==> config.mk <==
export PLATFORM = sky130hd
export DESIGN_NAME = ptot_ctrl
export DESIGN_NICKNAME = d
export VERILOG_FILES = /design/src/ptot_pkg.sv /design/src/ptot_ctrl.sv
export SDC_FILE = /design/constraint.sdc
export NUM_CORES = 1
export LEC_CHECK = 0
export BUFFER_PORTS_ARGS = -buffer_cell sky130_fd_sc_hd__buf_2
export CORE_AREA = 2 2 39 41
export CTS_CLUSTER_SIZE = 14
export DETAILED_ROUTE_END_ITERATION = 10
export DIE_AREA = 0 0 41 43
export GPL_TIMING_DRIVEN = 0
export PLACE_DENSITY = 0.69
export SLEW_MARGIN = 5
export SYNTH_ARGS = -nofsm -noshare
export SYNTH_HDL_FRONTEND = slang
export SYNTH_SLANG_ARGS = --single-unit
==> constraint.sdc <==
create_clock -name clk -period 3.45 [get_ports clk]
set_clock_uncertainty 0.1 [all_clocks]
set_input_delay 0.69 -clock clk [delete_from_list [all_inputs] [get_ports clk]]
set_output_delay 0.69 -clock clk [all_outputs]
set_load 0.03 [all_outputs]
==> src/ptot_pkg.sv <==
package ptot_pkg;

  localparam int DEF_MAX_ROWS = 256;
  localparam int DEF_MAX_COLS = 256;
  localparam int DEF_MAX_HITS_PER_TICK = 64;
  localparam int DEF_TICK_BITS = 32;

  localparam int CHG_W = 24;
  localparam int CFG_W = 24;
  localparam int DIV_STEPS = CHG_W;

  localparam logic [1:0] ACT_DEPOSIT = 2'd0;
  localparam logic [1:0] ACT_TICK    = 2'd1;
  localparam logic [1:0] ACT_READ    = 2'd2;
  localparam logic [1:0] ACT_CLEAR   = 2'd3;

  localparam logic [2:0] ST_OFF      = 3'd0;
  localparam logic [2:0] ST_START    = 3'd1;
  localparam logic [2:0] ST_ON       = 3'd2;
  localparam logic [2:0] ST_READY    = 3'd3;
  localparam logic [2:0] ST_OOB      = 3'd4;
  localparam logic [2:0] ST_OVERFLOW = 3'd5;

  localparam logic [1:0] CFG_THRESHOLD       = 2'd0;
  localparam logic [1:0] CFG_CHARGE_PER_TICK = 2'd1;
  localparam logic [1:0] CFG_ROWS_IN_USE     = 2'd2;
  localparam logic [1:0] CFG_COLS_IN_USE     = 2'd3;

  typedef struct packed {
    logic [1:0]  action;
    logic [7:0]  row;
    logic [7:0]  col;
    logic [23:0] charge;
  } item_t;

  typedef struct packed {
    logic [2:0]  pixel_state;
    logic [31:0] start_tick;
    logic [31:0] tot_ticks;
  } result_t;

  typedef enum logic [3:0] {
    OP_NONE,
    OP_SWEEP_ALL,
    OP_SWEEP_REC,
    OP_PIX_RD,
    OP_OOB,
    OP_DEP_EXE,
    OP_RD_EXE,
    OP_ZERO,
    OP_TICK_INC,
    OP_LIST_RD,
    OP_TPIX_RD,
    OP_TPIX_EXE,
    OP_DIV_STEP,
    OP_TPIX_WB,
    OP_TICK_END
  } op_t;

  typedef struct packed {
    logic load;
    op_t  op;
  } cmd_t;

  typedef struct packed {
    logic [1:0] action;
    logic       oob;
    logic       sweep_last;
    logic       list_end;
    logic       div_need;
    logic       div_last;
  } status_t;

  function automatic logic [CHG_W-1:0] sat_add(input logic [CHG_W-1:0] a,
                                               input logic [CHG_W-1:0] b);
    logic [CHG_W:0] s;
    s = {1'b0, a} + {1'b0, b};
    return s[CHG_W] ? {CHG_W{1'b1}} : s[CHG_W-1:0];
  endfunction

endpackage

==> src/ptot_ctrl.sv <==
module ptot_ctrl (
  input  logic              clk,
  input  logic              rst,
  input  logic              start,
  output logic              busy,
  input  ptot_pkg::status_t status,
  output ptot_pkg::cmd_t    cmd
);

  typedef enum logic [3:0] {
    S_INIT, S_IDLE, S_PIX_RD, S_DEP, S_RD, S_CLR, S_CLR_END,
    S_TICK_INC, S_LIST, S_TADDR, S_TDATA, S_DIV, S_WB
  } state_t;

  state_t state, state_next;

  always_comb begin
    state_next = state;
    cmd.load = 1'b0;
    cmd.op = ptot_pkg::OP_NONE;
    unique case (state)
      S_INIT: begin
        cmd.op = ptot_pkg::OP_SWEEP_ALL;
        if (status.sweep_last) state_next = S_IDLE;
      end
      S_IDLE: begin
        if (start) begin
          cmd.load = 1'b1;
          state_next = S_PIX_RD;
        end
      end
      S_PIX_RD: begin
        // dispatch on the latched action
        unique case (status.action)
          ptot_pkg::ACT_TICK: state_next = S_TICK_INC;
          ptot_pkg::ACT_CLEAR: state_next = S_CLR;
          default: begin
            if (status.oob) begin
              cmd.op = ptot_pkg::OP_OOB;
              state_next = S_IDLE;
            end else begin
              cmd.op = ptot_pkg::OP_PIX_RD;
              state_next = (status.action == ptot_pkg::ACT_DEPOSIT) ? S_DEP : S_RD;
            end
          end
        endcase
      end
      S_DEP: begin
        cmd.op = ptot_pkg::OP_DEP_EXE;
        state_next = S_IDLE;
      end
      S_RD: begin
        cmd.op = ptot_pkg::OP_RD_EXE;
        state_next = S_IDLE;
      end
      S_CLR: begin
        cmd.op = ptot_pkg::OP_SWEEP_REC;
        if (status.sweep_last) state_next = S_CLR_END;
      end
      S_CLR_END: begin
        cmd.op = ptot_pkg::OP_ZERO;
        state_next = S_IDLE;
      end
      S_TICK_INC: begin
        cmd.op = ptot_pkg::OP_TICK_INC;
        state_next = S_LIST;
      end
      S_LIST: begin
        if (status.list_end) begin
          cmd.op = ptot_pkg::OP_TICK_END;
          state_next = S_IDLE;
        end else begin
          cmd.op = ptot_pkg::OP_LIST_RD;
          state_next = S_TADDR;
        end
      end
      S_TADDR: begin
        cmd.op = ptot_pkg::OP_TPIX_RD;
        state_next = S_TDATA;
      end
      S_TDATA: begin
        cmd.op = ptot_pkg::OP_TPIX_EXE;
        state_next = status.div_need ? S_DIV : S_LIST;
      end
      S_DIV: begin
        cmd.op = ptot_pkg::OP_DIV_STEP;
        if (status.div_last) state_next = S_WB;
      end
      S_WB: begin
        cmd.op = ptot_pkg::OP_TPIX_WB;
        state_next = S_LIST;
      end
      default: state_next = S_IDLE;
    endcase
  end

  always_ff @(posedge clk) begin
    if (rst) begin
      state <= S_INIT;
      busy <= 1'b1;
    end else begin
      state <= state_next;
      busy <= (state_next != S_IDLE);
    end
  end

endmodule

## After elaboration in Yosys (flattened, before gate mapping)

Index checks and enable logic that the tools add are counted.

- Bits in read-only memories: 0
- Memories: 0
- Bits of input ports: 10
- Latch bits: 0
- Bits in writable memories: 0
- Word-level logic and storage cells: 37
- Bits in registers: 5

- Magnitude comparators: 0
- $mul: 0
- Mux-type cells: 16
- Bitwise logic cells: 0
- Shift-type cells: 0
- Reductions and logical operators: 4
- Divide/modulo/power cells: 0
- Add/subtract/negate cells: 0
- Eq/ne operators: 15

Operators with widths:

| cell | count |
|---|---|
| case mux 4 bit (12 select lines) | 1 |
| case mux 4 bit (9 select lines) | 1 |
| equality test 4 bit, second input constant | 5 |
| 2-to-1 mux 4 bit | 5 |
| equality test 4 x 3 -> 1 bit, second input constant | 4 |
| 2-to-1 mux 3 bit | 5 |
| equality test 4 x 2 -> 1 bit, second input constant | 2 |
| case mux 3 bit (2 select lines) | 1 |
| equality test 4 x 1 -> 1 bit, second input constant | 1 |
| zero test 4 bit | 1 |
| inequality test 4 x 1 -> 1 bit, second input constant | 1 |
| OR reduction 2 bit | 2 |
| equality test 2 x 1 -> 1 bit, second input constant | 1 |
| equality test 2 bit, second input constant | 1 |
| zero test 2 bit | 1 |
| 2-to-1 mux 1 bit | 2 |
| 2-to-1 mux 2 bit | 1 |

## Logic depth before layout (Yosys ltp)

- Depth in word-level cells: 6
- Gate-level depth with buffers: 6
- Mapped depth without buffers: 5

## Least setup slack after synthesis

Ideal clock, no wire load.

- Kind: input port to output port
- Start point: in status[5] (netlist name)
- End point: out cmd[1] (netlist name)
- Buffers on the path: 0
- Setup slack: 0.868 ns
- Data required time: 2.660 ns
- Stages: 5
- Arrival: 1.792 ns
- Cell sequence: nor2_1 -> nor2_1 -> a21oi_1 -> nor2_1 -> a221oi_1

RTL lines:

| item | line | RTL |
|---|---|---|
| start, declared | ptot_ctrl.sv:6 | `input ptot_pkg::status_t status,` |
| end, declared | ptot_ctrl.sv:7 | `output ptot_pkg::cmd_t cmd` |

==> summary.txt <==
Run status
  • Status: finished clean

Power and ir drop
  • Cell leakage power: 0.265 nW
  • Flop pwr share: 33.6%
  • P_sw: 59.3 uW
  • Internal: 128 uW
  • Power Dens Cells: 304 nW/um^2
  • Clock share of power: 35.5%
  • Tot Pwr: 187 uW
  • Comb power frac: 30.9%
  • Net Sw Frac: 31.7%
  • Worst vdd ir: 0.0849 mV

Drt
  • Via density: 5.34
  • WL final: 1210 um
  • Drt pass-1 iters: 4
  • WL per Instance: 11.3 um
  • # DRC: 0
  • Iter 0 DRT Violations: 9
  • DRT antenna net count: 0
  • Routed via count: 571

Clock tree
  • CTS Buffer Depth: 2
  • Number of clock sinks: 5
  • Hold buffers post-CTS: 0
  • Cts bufs inserted: 3
  • Post-cts resize count: 0
  • Clock Tree Root: clkbuf_4
  • Post-CTS Setup Repair Bufs: 0
  • Clock transition at path regs: 40 ps
  • Clock latency on the worst-skew pair: 240 ps
  • H-tree depth: 1
  • CTS tree: built

Floorplanning
  • Die width: 41 um
  • Die height: 43 um
  • Initial Util: 35.8%
  • Die area: 1760 um^2
  • # IOs: 16
  • Placeable Area: 1380 um^2
  • Rows: 14

Synth
  • #FFs+latches synth: 5
  • Cells after synthesis: 72
  • Share of the synthesized area in the top cell type: 20.2%
  • Area leader, netlist: dfxtp_1
  • Syn Area/Cell: 6.88 um^2
  • Synth cell count leaders: 12 x nor2_1, 7 x a21oi_1, 5 x dfxtp_1, 5 x o21ai_0
  • Largest cells by area after synthesis: dfxtp_1 20%, nor2_1 9.1%, a21oi_1 7.1%
  • Post-synth EDFFs: 0
  • Netlist area before placement: 495 um^2
  • Top-count cell post-synth: nor2_1
  • Seq/Total Area, Yosys: 20.2%
  • Warnings, synthesis: 0
  • Post-synth cell types: 30
  • Synth Flop Type: dfxtp_1
  • Asr flop ratio synth: 0%
  • Post-Syn Nets: 82

Finish
  • Layout cells sized above 1: 26.4%
  • # diodes: 0
  • Fill count: 156
  • FF+latch area: 100 um^2
  • Multi-input logic area: 350 um^2
  • Layout area overhead: 24.5%
  • Final nets: 102

Setup path
  • Critical path type: flip-flop to primary output
  • Critical path data arrival time: 1800 ps
  • CP required: 2660 ps
  • Worst-path fanout max: 10
  • Worst Setup End Kind: primary output
  • R2R setup slack: 1830 ps
  • CP Launch Type: flip-flop

GRT
  • First-pass GRT wire length: 2010 um
  • GRT Total Usage: 15.8%
  • Largest net degree at the start of global routing: 11
  • Initial antenna violation count: 0
  • Vias in the first global route: 520
  • Gr ovfl total: 0

Placement
  • Hpwl dp: 945 um
  • Port Buffers: 15
  • RD Place Congestion: 0.868

STA
  • Setup Viol. Count Final: 0
  • Minimum clock period: 2590 ps
  • RSZ-0062 raised after global routing: no
  • Achievable Freq: 0.386 GHz
  • Max-slew violation count: 0
  • Final setup TNS: 0 ps
  • Worst Tran Pin Value: 381 ps
  • Relative slew slack: 74.6%
  • Fin crit share: 75.1%
  • Fin. Hold Viols: 0

Min path
  • Hold Path Class: primary input to flip-flop

Run
  • Number of max-cap violations: 0
==> worst max-delay path: stages (launching register included) <==
cell and delay, ps:
dfxtp_1 360, buf_2 220, buf_2 240, o21ai_0 110, a21oi_1 150, nor2_1 50
a221oi_1 200, buf_2 240
==> layout by cell type (no fill, tap or decap), types with 2 or more instances in the layout <==
cell type and instances:
inv_1 4, nand3_1 3, and3_1 2, nor2_1 12
clkbuf_4 3, nor2b_1 4, nand2b_1 2, mux2i_1 2
a32o_1 3, nand2_1 2, o21ai_0 5, buf_2 18
a21oi_1 7, dfxtp_1 5, clkbuf_1 3
==> final timing paths <==
path | end | from | cells after the start
max reg2reg | busy | state[2] | 6
max | cmd[1] | state[3] | 7
min reg2reg | state[0] | state[2] | 3
min | state[2] | rst | 2
==> flip-flops by register name (all words and copies together), names as in the netlist <==
name   flops
state      4
busy       1
==> through the flow <==
| step | utilization (%) | area [um^2] | hold slack (ps) | cells | setup WS (ps) |
|---|---|---|---|---|---|
| after global placement | 42.7 | 591 | 628 | 103 | 1000 |
| after global routing | 44.6 | 617 | 565 | 107 | 711 |
| after CTS | 44.6 | 617 | 557 | 107 | 864 |
| after floorplan | - | 495 | 551 | 72 | 868 |
| final | 44.6 | 617 | 566 | 107 | 859 |
| after detailed placement | 42.7 | 591 | 616 | 103 | 1030 |
==> per-layer routing <==
layer | vias up | share of wire, % | track usage, %
li1 | 300 | - | -
met1 | 263 | 48 | 21.0
met2 | 8 | 50 | 25.0
met3 | 0 | 2.5 | 0
met4 | 0 | 0 | 8.00
met5 | - | 0 | 0
==> area by class of cell <==
class                   count  share of cell area (%)
plain buffers               6                    4.87
inverters                   4                    2.43
multi-input cells          57                    56.8
clock buffers               4                    4.26
flip-flops and latches      5                    16.2
well taps                  16                    3.25
repair buffers             15                    12.2
==> power by group through the flow <==
stage                     clock [mW]  sequential, mW  combinational [mW]
after floorplan                    0          0.0663              0.0385
after global placement             0          0.0638              0.0574
after detailed placement           0          0.0638              0.0581
after CTS                     0.0705          0.0628              0.0581
after global routing          0.0745          0.0633              0.0641
final                         0.0665          0.0629              0.0579
==> cell families after synthesis <==
kind of cell | after synthesis | share of synthesized area, %
AND/OR/NAND/NOR | 29 | 29.3
flip-flops | 5 | 20.2
multiplexers | 3 | 6.31
AO/OA/AOI/OAI | 25 | 35.1
buffers and inverters | 10 | 9.09
No activity file was read; power rests on OpenSTA's default activity.
